[src/rtl/core/ole_pkg.sv]
package ole_pkg;

  // list geometry
  localparam int DEPTH    = 16;
  localparam int ADDR_W   = $clog2(DEPTH);
  localparam int CNT_W    = $clog2(DEPTH + 1);
  localparam int DATA_W   = 32;
  localparam int KIND_W   = 2;
  localparam int STATUS_W = 2;
  localparam int POS_W    = 5;

  // operation codes
  localparam logic [KIND_W-1:0] KIND_INS_FRONT = 2'd0;
  localparam logic [KIND_W-1:0] KIND_INS_END   = 2'd1;
  localparam logic [KIND_W-1:0] KIND_DELETE    = 2'd2;
  localparam logic [KIND_W-1:0] KIND_SEARCH    = 2'd3;

  // result status codes
  localparam logic [STATUS_W-1:0] ST_OK        = 2'd0;
  localparam logic [STATUS_W-1:0] ST_EMPTY     = 2'd1;
  localparam logic [STATUS_W-1:0] ST_NOT_FOUND = 2'd2;
  localparam logic [STATUS_W-1:0] ST_FULL      = 2'd3;

  // access to the entry store: write port and read port
  typedef struct packed {
    logic              we;
    logic [ADDR_W-1:0] waddr;
    logic [DATA_W-1:0] wdata;
    logic              re;
    logic [ADDR_W-1:0] raddr;
  } mem_req_t;

  // ring slot that lies off places behind the head
  function automatic logic [ADDR_W-1:0] slot_of(input logic [ADDR_W-1:0] head,
                                               input logic [CNT_W-1:0]  off);
    logic [CNT_W:0] sum;
    sum = (CNT_W + 1)'(head) + (CNT_W + 1)'(off);
    if (sum >= (CNT_W + 1)'(DEPTH)) begin
      sum = sum - (CNT_W + 1)'(DEPTH);
    end
    return sum[ADDR_W-1:0];
  endfunction

endpackage

[src/rtl/core/ole_mem.sv]
module ole_mem
  import ole_pkg::*;
(
  input  logic              clk,
  input  mem_req_t          req,
  output logic [DATA_W-1:0] rd_data
);

  logic [DATA_W-1:0] mem [DEPTH];

  // write port
  always_ff @(posedge clk) begin
    if (req.we) begin
      mem[req.waddr] <= req.wdata;
    end
  end

  // registered read port
  always_ff @(posedge clk) begin
    if (req.re) begin
      rd_data <= mem[req.raddr];
    end
  end

endmodule

[src/rtl/core/ordered_list_engine.sv]
// Bounded list of up to DEPTH signed 32-bit values held as a ring in one
// single-port-read memory. An operation is taken when start is high and busy
// is low. Inserts finish while the block stays idle and may follow each
// other directly. Search and delete walk the list from the head one entry
// a cycle through the memory read port; a delete that matches then moves
// each later entry up one place. Each operation yields one result, shown
// for exactly one cycle with out_valid high, in the cycle after the
// operation completes; the receiver cannot stall, so it must take every
// result in the cycle it appears. out_count always shows the current number
// of entries.
module ordered_list_engine
  import ole_pkg::*;
(
  input  logic                       clk,
  input  logic                       rst_n,
  input  logic                       start,
  output logic                       busy,
  input  logic [KIND_W-1:0]          in_kind,
  input  logic signed [DATA_W-1:0]   in_value,
  output logic                       out_valid,
  output logic [STATUS_W-1:0]        out_status,
  output logic [POS_W-1:0]           out_position,
  output logic [POS_W-1:0]           out_count
);

  localparam logic [1:0] S_IDLE  = 2'd0;
  localparam logic [1:0] S_SCAN  = 2'd1;
  localparam logic [1:0] S_SHIFT = 2'd2;

  logic [1:0]          state_r, state_nxt;
  logic [ADDR_W-1:0]   head_r, head_nxt;
  logic [CNT_W-1:0]    count_r, count_nxt;
  logic [CNT_W-1:0]    idx_r, idx_nxt;
  logic                del_r, del_nxt;
  logic [DATA_W-1:0]   val_r, val_nxt;
  logic                valid_r, valid_nxt;
  logic [STATUS_W-1:0] status_r, status_nxt;
  logic [POS_W-1:0]    pos_r, pos_nxt;

  mem_req_t            req;
  logic [DATA_W-1:0]   rd_data;
  logic [CNT_W-1:0]    idx_p1;
  logic [CNT_W-1:0]    idx_p2;
  logic                full;

  assign idx_p1 = idx_r + CNT_W'(1);
  assign idx_p2 = idx_r + CNT_W'(2);
  assign full   = (count_r == CNT_W'(DEPTH));

  ole_mem u_mem (
    .clk     (clk),
    .req     (req),
    .rd_data (rd_data)
  );

  // operation sequencer
  always_comb begin
    state_nxt  = state_r;
    head_nxt   = head_r;
    count_nxt  = count_r;
    idx_nxt    = idx_r;
    del_nxt    = del_r;
    val_nxt    = val_r;
    valid_nxt  = 1'b0;
    status_nxt = status_r;
    pos_nxt    = pos_r;
    req        = '0;
    unique case (state_r)
      S_IDLE: begin
        if (start) begin
          valid_nxt  = 1'b1;
          status_nxt = ST_OK;
          pos_nxt    = '0;
          if (in_kind == KIND_INS_FRONT || in_kind == KIND_INS_END) begin
            if (full) begin
              status_nxt = ST_FULL;
            end else begin
              req.we    = 1'b1;
              req.wdata = $unsigned(in_value);
              count_nxt = count_r + CNT_W'(1);
              if (in_kind == KIND_INS_FRONT) begin
                head_nxt  = (head_r == '0) ? ADDR_W'(DEPTH - 1) : head_r - ADDR_W'(1);
                req.waddr = head_nxt;
              end else begin
                req.waddr = slot_of(head_r, count_r);
              end
            end
          end else if (count_r == '0) begin
            status_nxt = ST_EMPTY;
          end else begin
            // start the walk at the head
            valid_nxt = 1'b0;
            req.re    = 1'b1;
            req.raddr = head_r;
            idx_nxt   = '0;
            del_nxt   = (in_kind == KIND_DELETE);
            val_nxt   = $unsigned(in_value);
            state_nxt = S_SCAN;
          end
        end
      end
      S_SCAN: begin
        // rd_data holds the entry at offset idx_r
        if (rd_data == val_r) begin
          if (!del_r) begin
            valid_nxt  = 1'b1;
            status_nxt = ST_OK;
            pos_nxt    = POS_W'(idx_p1);
            state_nxt  = S_IDLE;
          end else if (idx_p1 == count_r) begin
            valid_nxt  = 1'b1;
            status_nxt = ST_OK;
            pos_nxt    = '0;
            count_nxt  = count_r - CNT_W'(1);
            state_nxt  = S_IDLE;
          end else begin
            // start reading the entry behind the match
            req.re    = 1'b1;
            req.raddr = slot_of(head_r, idx_p1);
            state_nxt = S_SHIFT;
          end
        end else if (idx_p1 == count_r) begin
          valid_nxt  = 1'b1;
          status_nxt = ST_NOT_FOUND;
          pos_nxt    = '0;
          state_nxt  = S_IDLE;
        end else begin
          req.re    = 1'b1;
          req.raddr = slot_of(head_r, idx_p1);
          idx_nxt   = idx_p1;
        end
      end
      S_SHIFT: begin
        // move the entry at idx_r + 1 into idx_r, fetch the next one
        req.we    = 1'b1;
        req.waddr = slot_of(head_r, idx_r);
        req.wdata = rd_data;
        idx_nxt   = idx_p1;
        if (idx_p2 == count_r) begin
          valid_nxt  = 1'b1;
          status_nxt = ST_OK;
          pos_nxt    = '0;
          count_nxt  = count_r - CNT_W'(1);
          state_nxt  = S_IDLE;
        end else begin
          req.re    = 1'b1;
          req.raddr = slot_of(head_r, idx_p2);
        end
      end
      default: begin
        state_nxt = S_IDLE;
      end
    endcase
  end

  // control state
  always_ff @(posedge clk) begin
    if (!rst_n) begin
      state_r <= S_IDLE;
      head_r  <= '0;
      count_r <= '0;
      valid_r <= 1'b0;
    end else begin
      state_r <= state_nxt;
      head_r  <= head_nxt;
      count_r <= count_nxt;
      valid_r <= valid_nxt;
    end
  end

  // operation and result payload
  always_ff @(posedge clk) begin
    idx_r    <= idx_nxt;
    del_r    <= del_nxt;
    val_r    <= val_nxt;
    status_r <= status_nxt;
    pos_r    <= pos_nxt;
  end

  assign busy         = (state_r != S_IDLE);
  assign out_valid    = valid_r;
  assign out_status   = status_r;
  assign out_position = pos_r;
  assign out_count    = POS_W'(count_r);

endmodule

[config.mk]
export PLATFORM = sky130hd
export DESIGN_NAME = ordered_list_engine
export DESIGN_NICKNAME = d
export VERILOG_FILES = /design/src/rtl/core/ole_pkg.sv /design/src/rtl/core/ole_mem.sv /design/src/rtl/core/ordered_list_engine.sv
export SDC_FILE = /design/constraint.sdc
export NUM_CORES = 1
export LEC_CHECK = 0
export BUFFER_PORTS_ARGS = -buffer_cell sky130_fd_sc_hd__buf_2
export CORE_MARGIN = 4
export CORE_UTILIZATION = 55
export DETAILED_ROUTE_END_ITERATION = 10
export GPL_TIMING_DRIVEN = 0
export MAX_ROUTING_LAYER = met4
export PLACE_DENSITY = 0.71
export SETUP_SLACK_MARGIN = 0.3
export SLEW_MARGIN = 20
export SYNTH_ARGS = -nofsm -noshare
export SYNTH_HDL_FRONTEND = slang
export SYNTH_SLANG_ARGS = --single-unit
[constraint.sdc]
create_clock -name clk -period 4.9 [get_ports clk]
set_input_delay 0.49 -clock clk [delete_from_list [all_inputs] [get_ports clk]]
set_output_delay 0.49 -clock clk [all_outputs]
set_load 0.02 [all_outputs]
-- After elaboration in Yosys (flattened, before gate mapping)
Memory sizes are Yosys's and may differ from the RTL's. A register that Yosys moved wholly into a read port is not among the register bits.
Cells that the tools add are included.
- register bits after elaboration: 57
- output and inout bits: 14
- memory bits (writable): 512
- word-level logic and storage cells: 129
- memories kept: 1
- bits of input ports: 37
- memory list (name ; words ; bits a word ; rd ports ; clocked after memory_dff ; wr ports ; line ; source):
    u_mem.mem ; 16 ; 32 ; 1 ; 1 ; 1 ; ole_mem.sv:9 ; logic [DATA_W-1:0] mem [DEPTH];
- order comparisons: 4
- bitwise logic cells: 3
- equal/unequal tests: 21
- reduce and logical (&&, ||, !) cells: 14
- $add $sub $neg: 13
- muxes and demuxes: 64
- operators by type and width (cell ; number):
    5-bit two-way mux ; 23
    37-bit two-way mux ; 2
    37-bit one-hot mux with 2 select lines ; 1
    5-bit one-hot mux with 3 select lines ; 4
    42-bit two-way mux ; 1
    32-bit == test ; 1
    2-bit two-way mux ; 14
    4-bit by 5-bit adder with 6-bit output ; 4
    6-bit by 5-bit greater-or-equal comparator with 1-bit output (second input constant) ; 4
    4-bit two-way mux ; 6
    2-bit inequality test (second input constant) ; 11
    4-bit by 1-bit subtractor with 4-bit output (second input constant) ; 5
    5-bit AND reduction ; 3
    2-bit one-hot mux with 3 select lines ; 2
    5-bit by 1-bit adder with 5-bit output (second input constant) ; 2
    5-bit == test ; 2
    1-bit two-way mux ; 10
    8-bit AND reduction ; 1
    3-bit inequality test (second input constant) ; 2
    6-bit AND reduction ; 1
    5-bit by 2-bit adder with 5-bit output (second input constant) ; 1
    5-bit == test (second input constant) ; 1
    5-bit zero test ; 1
    5-bit by 1-bit subtractor with 5-bit output (second input constant) ; 1
    11 further kinds ; 16

-- Depth between registers and ports, before layout
Gate-level depths: netlist of the first run.
- depth after elaboration: 10
- depth in mapped cells: 15
- depth with buffers taken out: 12

-- By module
From an unflattened synthesis of the first run, not the netlist that was laid out.
- cells, all modules: 1203
- area total of the unflattened synthesis: 24099.4 um2
- by module, submodules not included (module ; area each (um2) ; times used ; cells each ; seq. area each (um2)):
    ole_mem ; 20155.6 ; 1 ; 838 ; 16335.7
    ordered_list_engine ; 3943.8 ; 1 ; 365 ; 1591.5

-- Worst setup path before layout of the first run
OpenSTA, ideal clock, no wires.
- path kind: reg-to-reg
- from: reg count_r[1] (netlist: out_count[1])
- to: mem u_mem.mem[0][0] (enable)
- buffers on the path: 1
- slack: 1.049 ns
- arrival time: 3.430 ns
- data required time: 4.479 ns
- stages on the path, launching flop included: 9
- setup time: 0.421 ns
- clock period less this slack: 3.851 ns
- cell sequence: dfxtp_1 -> or4_4 -> nor2_1 -> nor3_1 -> clkbuf_1 -> o211ai_1 -> o21ai_0 -> or2_2 -> nor2_1
- word-level cells in the longest chain between the ends: 8
- elaborated cells on any way between the ends: 12
- those cells by class: 2 x add/sub; 1 x order compare; 1 x eq/ne; 8 x mux
- ends and longest elaborated chain (item ; line ; source):
    start, declared ; ordered_list_engine.sv:32 ; logic [CNT_W-1:0] count_r, count_nxt;
    start signal, assigned ; ordered_list_engine.sv:166 ; count_r <= count_nxt;
    4-bit by 5-bit adder with 6-bit output ; ole_pkg.sv:37 ; sum = (CNT_W + 1)'(head) + (CNT_W + 1)'(off);
    6-bit by 5-bit greater-or-equal comparator with 1-bit output / 4-bit by 1-bit subtractor with 4-bit output (equally long branches) ; ole_pkg.sv:38, ole_pkg.sv:39 ;
    4-bit two-way mux ; ole_pkg.sv:38 ; if (sum >= (CNT_W + 1)'(DEPTH)) begin
    4-bit two-way mux ; ordered_list_engine.sv:81 ; if (in_kind == KIND_INS_FRONT) begin
    37-bit two-way mux (*) ; ordered_list_engine.sv:75 ; if (full) begin
    37-bit two-way mux (*) ; ordered_list_engine.sv:74 ; if (in_kind == KIND_INS_FRONT || in_kind == KIND_INS_END) begin
    42-bit two-way mux (*) ; ordered_list_engine.sv:70 ; if (start) begin
    37-bit one-hot mux with 2 select lines (*) ; ordered_list_engine.sv:68 ; unique case (state_r)
    end, declared ; ole_mem.sv:9 ;
Mark *: on every way between the ends. The rest lies on a longest branch, timed or not.

-- Worst setup path in the final report of the first run
- from: reg u_mem.rd_data[28] (read register of u_mem.mem)
- to: reg u_mem.rd_data[29] (read register of u_mem.mem) (data pin)
- word-level cells in the longest chain between the ends: 3
- ends and longest elaborated chain (item ; line ; source):
    start, declared ; ole_mem.sv:6 ; output logic [DATA_W-1:0] rd_data
    32-bit == test ; ordered_list_engine.sv:104 ; if (rd_data == val_r) begin
    5-bit two-way mux ; ordered_list_engine.sv:104 ;
    5-bit one-hot mux with 3 select lines ; ordered_list_engine.sv:68 ;
Every way passes these cells.
A chain may end at the register's enable or synchronous reset.

==> results of run 1 <==
## power by group through the flow
stage          sequential, uW  combinational [uW]  clock [uW]
2_1_floorplan            6510                2620           0
3_3_place_gp             6530                4110           0
3_5_place_dp             6520                4300           0
4_1_cts                  6420                4350        4580
5_1_grt                  6450                4670        4790
6_report                 6420                4450        4570
## cells by family (layout without fill, tap and decap cells)
kind of cell	after synthesis	in the layout
AO/OA/AOI/OAI	295	295
XOR/XNOR	59	59
adder cells (fa/ha/maj)	27	27
buffers and inverters	133	321
flip-flops	601	601
multiplexers	99	99
AND/OR/NAND/NOR	509	509
## worst min-delay path by stage
stage,startpoint,end,depth (start not counted)
2_1_floorplan,state_r[0]$_SDFFE_PN0P_,state_r[0]$_SDFFE_PN0P_,1
3_3_place_gp,out_position[0]$_SDFFCE_PN0P_,out_position[0]$_SDFFCE_PN0P_,2
3_5_place_dp,out_position[0]$_SDFFCE_PN0P_,out_position[0]$_SDFFCE_PN0P_,2
4_1_cts,in_value[20],val_r[20]$_DFFE_PP_,1
5_1_grt,in_value[29],val_r[29]$_DFFE_PP_,1
6_report,in_value[20],val_r[20]$_DFFE_PP_,1
## registers in the layout (all words and copies together), names as in the netlist
signal / count
u_mem.rd_data: 32
out_count: 5
head_r: 4
u_mem.mem: 512
idx_r: 5
state_r: 2
out_position: 5
out_status: 2
val_r: 32
out_valid: 1
del_r: 1
## placed cells by master, fill, tap and decap left out, drive strengths merged, types with 36 or more instances in the layout
cell type / count
edfxtp: 589
nor2: 208
clkbuf: 131
buf: 129
nor3: 103
nand2: 92
mux2i: 66
a21oi: 47
xnor2: 46
o21ai: 45
or3: 36
## metrics by stage
stage,instances,TNS (ps),worst slack [ps]
after floorplan,1723,0,1050
after global placement,2373,-417910,-1110
after detailed placement,2399,0,308
after CTS,2511,0,331
after global routing,2511,0,394
final,2511,0,332
## layer usage
| layer | global-route usage | wire length, microns |
|---|---|---|
| met5 | - | 0 |
| met4 | 0.132 | 3820 |
| met3 | 0.0576 | 8120 |
| met2 | 0.464 | 34100 |
| met1 | 0.397 | 27800 |
## cell type report
cell class,count,share of cell area
repair buffers,76,0.0324
clock inverters,40,0.0132
flip-flops and latches,601,0.620
clock buffers,72,0.0542
multi-input cells,989,0.231
inverters,21,0.00273
plain buffers,112,0.0199
well taps,600,0.0260
==> impl_metrics.ini, run 1 <==
[floorplan]
die_h_microns = 222
die_x_microns = 222
dieArea_sq_um = 49200
core.rowCount = 78
core_area_sq_um = 45300
pin_count = 51
start_util = 0.555

[route]
drtAntennaViolNets = 0
vias = 16500
drt_wl_total_mm = 73.8
routedWlPerCell_microns = 29.4
drc = 0
drt_iter0_markers = 2476
first_pass_iters = 5
via_per_inst = 6.57

[timing]
slew_headroom = 0.256
period_minus_slack_ps = 4570
maxClockFrequency_mhz = 219
fin_crit_sh = 0.932
holdWs_ps = 47.1
hold_violations = 0
fin_skew_ps = 27.2
worst_pin_slew_ps = 1120
setup_viol = 0
finalMaxSlewViolations = 0
rsz0062_at_grt = no

[critical_path]
critPathMaxStageDelay_ps = 720
critPathTopFamily = simple AND/OR/NAND/NOR gates
rr_endpoint = u_mem.rd_data[29]$_DFFE_PP_
cpMaxStageDelayCell = clkbuf_1
startpoint_type = flop
cp.depth = 10
path_buf_inv = 2
cp-startpoint = u_mem.rd_data[28]$_DFFE_PP_
crit_chain = xnor2_1, nand4_1, nor4_2, and4_1, buf_2, o32a_1, o21a_1, clkbuf_1, a32o_1, o211ai_1
worst-path-max-fanout = 10
crit_end = u_mem.rd_data[29]$_DFFE_PP_
required_ps = 5280
setup.worst_path.end_class = flop
setup.worst_path.class = reg -> reg
worstReg2RegStart = u_mem.rd_data[28]$_DFFE_PP_
rrSetupSlack_ps = 330
arrival_ps = 4940
ff2ff_path_depth = 10

[power_and_ir_drop]
finalPower_uw = 15400
p_switching_uw = 5190
swShare = 0.336
powerDensity_nw_per_um2 = 534
leakagePower_uw = 0.00988
clkPwrFrac = 0.296
internal_power_uw = 10300
seqPwrFrac = 0.416
ir_drop_uv = 338
power_frac_comb = 0.288

[clock_network]
cts_resized = 3
cts_root_buf = clkbuf_16
hold_buffers = 0
clkTransAtPathRegs_ps = 60
clock_path_buffers = 3
cts.sinks = 601
clock_latency_ps = 640
cts_made_buffers = 60
cts_tree = done
post_cts_buffers = 0
cts_max_level = 2

[place]
gp_congestion = 0.908
dpl_cell_area_sq_um = 26900
numPortBuffers = 50
dp.final_hpwl_mm = 48.4

[logic_synthesis]
yosysMostFrequentCell = edfxtp_1
synthMuxAreaShare = 0.0411
synth_top_family_by_area = simple AND/OR/NAND/NOR gates
synth-edff-count = 589
synth_fa_ha_area_frac = 0.0149
netlist.area_leader.share = 0.704
synth_cell_types = 60
yosysSeqAreaShare = 0.714
synth_simple_gate_area_frac = 0.0923
yosys_warnings = 0
syn_avg_cell_area_sq_um = 14.6
synthFlopType = edfxtp_1
synthTopCellsByCount = edfxtp_1, nor2_1, nor3_1
synth-xor-area-share = 0.0212
async_reset_ff_frac = 0
syn_inst = 1723
yosys.area.top_type = edfxtp_1
syn_nets = 1787
ys_seq_elements = 601
synth-compound-area-share = 0.0912
synth_area_leaders = edfxtp_1, nor2_1, mux2i_1, nor3_1, xnor2_1
syn_area_sq_um = 25100

[run]
cap_violations = 0

[finish]
drive_gt1_frac = 0.151
final_area_sq_um = 28900
antenna_cells = 0
final-seq-area_sq_um = 17900
area_growth_pct = 15.1
fin_nets = 1925
multi_input_area_sq_um = 6690
fin_util = 0.638
fill_cells = 3265

[min_path]
hold_path.class = in -> reg

[global_routing]
gr-total-overflow = 0
grt_max_degree = 19
grt_first_pass_wirelength_mm = 106
antenna_found_initial = 0
grtUsageTotal = 0.301
grt_pass1_vias = 16100

[run_status]
outcome = finished clean
Note: power is estimated with default switching activity, not from simulation.
==> inputs of run 2 (changes only) <==
--- a/config.mk
+++ b/config.mk
@@ -9,7 +9,6 @@
 export CORE_MARGIN = 4
 export CORE_UTILIZATION = 55
 export DETAILED_ROUTE_END_ITERATION = 10
-export GPL_TIMING_DRIVEN = 0
 export MAX_ROUTING_LAYER = met4
 export PLACE_DENSITY = 0.71
 export SETUP_SLACK_MARGIN = 0.3
==> run 2 against run 1 <==
  * Total power is 5.4% lower
  * Sequential share of layout area up 1.8 points
  * Fmax rose by 3.2%
  * Wire length fell by 12%
  * Final cell count shrank 4.2%
  * Via count is 5.9% lower
  * Global-route usage shrank 3.6 points
  * Register-to-register slack improved by 140 ps
==> impl_metrics.ini, run 2 (synthesis results as in run 1) <==
[run_status]
outcome = finished clean

[timing]
hold_violations = 0
maxClockFrequency_mhz = 226
worst_pin_slew_ps = 1160
holdWs_ps = 69.7
finalMaxSlewViolations = 0
fin_skew_ps = 20.9
setup_slack_ps = 474
setup_viol = 0
period_minus_slack_ps = 4430
setup_tns_ps = 0
fin_crit_sh = 0.903
slew_headroom = 0.222
rsz0062_at_grt = no

[power_and_ir_drop]
clkPwrFrac = 0.287
p_switching_uw = 4680
seqPwrFrac = 0.440
ir_drop_uv = 470
powerDensity_nw_per_um2 = 521
swShare = 0.321
internal_power_uw = 9930
leakagePower_uw = 0.00952
power_frac_comb = 0.273

[critical_path]
rr_endpoint = u_mem.rd_data[24]$_DFFE_PP_
arrival_ps = 4840
worstReg2RegStart = u_mem.rd_data[28]$_DFFE_PP_
crit_end = u_mem.rd_data[24]$_DFFE_PP_
startpoint_type = flop
required_ps = 5310
worst-path-max-fanout = 15
rrSetupSlack_ps = 470
cp-startpoint = u_mem.rd_data[28]$_DFFE_PP_
setup.worst_path.end_class = flop
setup.worst_path.class = reg -> reg
ff2ff_path_depth = 9

[finish]
final-seq-area_sq_um = 17900
fill_cells = 3385
regMostFlops = u_mem.mem
final_area_sq_um = 28100
largest_reg_flops = 512
layout_common_cells = edfxtp_1, nor2_1, nor3_1
biggestRegsByFlops = u_mem.mem x512, u_mem.rd_data x32, val_r x32
antenna_cells = 0
drive_gt1_frac = 0.135
multi_input_area_sq_um = 6750
area_growth_pct = 11.7
fin_nets = 1824
layout_commonest_cell = edfxtp_1
fin_util = 0.620

[clock_network]
clkTransAtPathRegs_ps = 60
post_cts_buffers = 0
cts_resized = 0
cts_tree = done
cts_made_buffers = 58
cts_max_level = 2
hold_buffers = 0
cts_root_buf = clkbuf_16
cts.sinks = 601
clock_latency_ps = 630
clock_path_buffers = 3

[route]
drtAntennaViolNets = 0
first_pass_iters = 5
drt_iter0_markers = 1901
vias = 15500
drc = 0
via_per_inst = 6.46
routedWlPerCell_microns = 27.1
drt_wl_total_mm = 65.2

[floorplan]
core_area_sq_um = 45300
pin_count = 51
die_x_microns = 222
start_util = 0.555
dieArea_sq_um = 49200
core.rowCount = 78
die_h_microns = 222

[global_routing]
grtUsageTotal = 0.266
grt_pass1_vias = 15100
grt_max_degree = 129
gr-total-overflow = 0
antenna_found_initial = 0
grt_first_pass_wirelength_mm = 95.9

[place]
numPortBuffers = 50
dpl_cell_area_sq_um = 26300
dp.final_hpwl_mm = 34.0
gp_congestion = 0.858
pre_cts_ws_ps = 338

[min_path]
hp-start = in_value[31]
hold_path.class = in -> reg

[run]
cap_violations = 0
run 2: cell types whose count changed in the layout (fill, tap and decap cells not counted), moves of 4 or more:
cell,before,now
buf_12,4,21
buf_16,22,1
buf_2,80,50
buf_6,6,0
clkbuf_1,63,17
clkbuf_2,7,0
clkinv_1,18,14
run 2: final cells by class:
type / count / area share
sequential: 601 / 0.639
tap: 600 / 0.0267
clock inverter: 30 / 0.00816
inverter: 21 / 0.00281
timing repair buffer: 89 / 0.0294
clock buffer: 75 / 0.0540
multi-input combinational: 989 / 0.240
run 2: metal layers:
layer  vias up  wire [microns]  part of all wire  global-route usage
met4         0            2120             0.033              0.0854
met1      7781           26300              0.40               0.365
met5         -               0                 0                   -
met3       168            6050             0.093              0.0466
met2       832           30800              0.47               0.411
li1       6756               -                 -                   -
run 2: worst min path at each step:
stage	slack [ps]	endpoint	cells after the start
2_1_floorplan	560	state_r[0]$_SDFFE_PN0P_	1
3_3_place_gp	590	out_position[0]$_SDFFCE_PN0P_	2
3_5_place_dp	590	out_position[4]$_SDFFCE_PN0P_	2
4_1_cts	30	val_r[10]$_DFFE_PP_	1
5_1_grt	40	val_r[10]$_DFFE_PP_	1
6_report	70	val_r[31]$_DFFE_PP_	1
run 2: power groups by stage:
stage	clock network [uW]	registers, uW	logic [uW]
2_1_floorplan	0	6510	2620
3_3_place_gp	0	6510	3850
3_5_place_dp	0	6530	3910
4_1_cts	4230	6420	3930
5_1_grt	4450	6460	4230
6_report	4200	6420	3990
run 2: worst max-delay path: stages, from the launching register on:
cell	delay, ps
edfxtp_1	400
xnor2_1	290
nand4_1	280
nor4_1	1000
and4_1	540
nor3_1	130
or3_2	730
buf_4	300
o32a_1	360
o211ai_1	160
run 2: stage by stage:
step | instances | total power (uW)
after floorplan | 1723 | 9130
after global placement | 2299 | 10400
after detailed placement | 2299 | 10400
after CTS | 2404 | 14600
after global routing | 2405 | 15100
final | 2405 | 14600
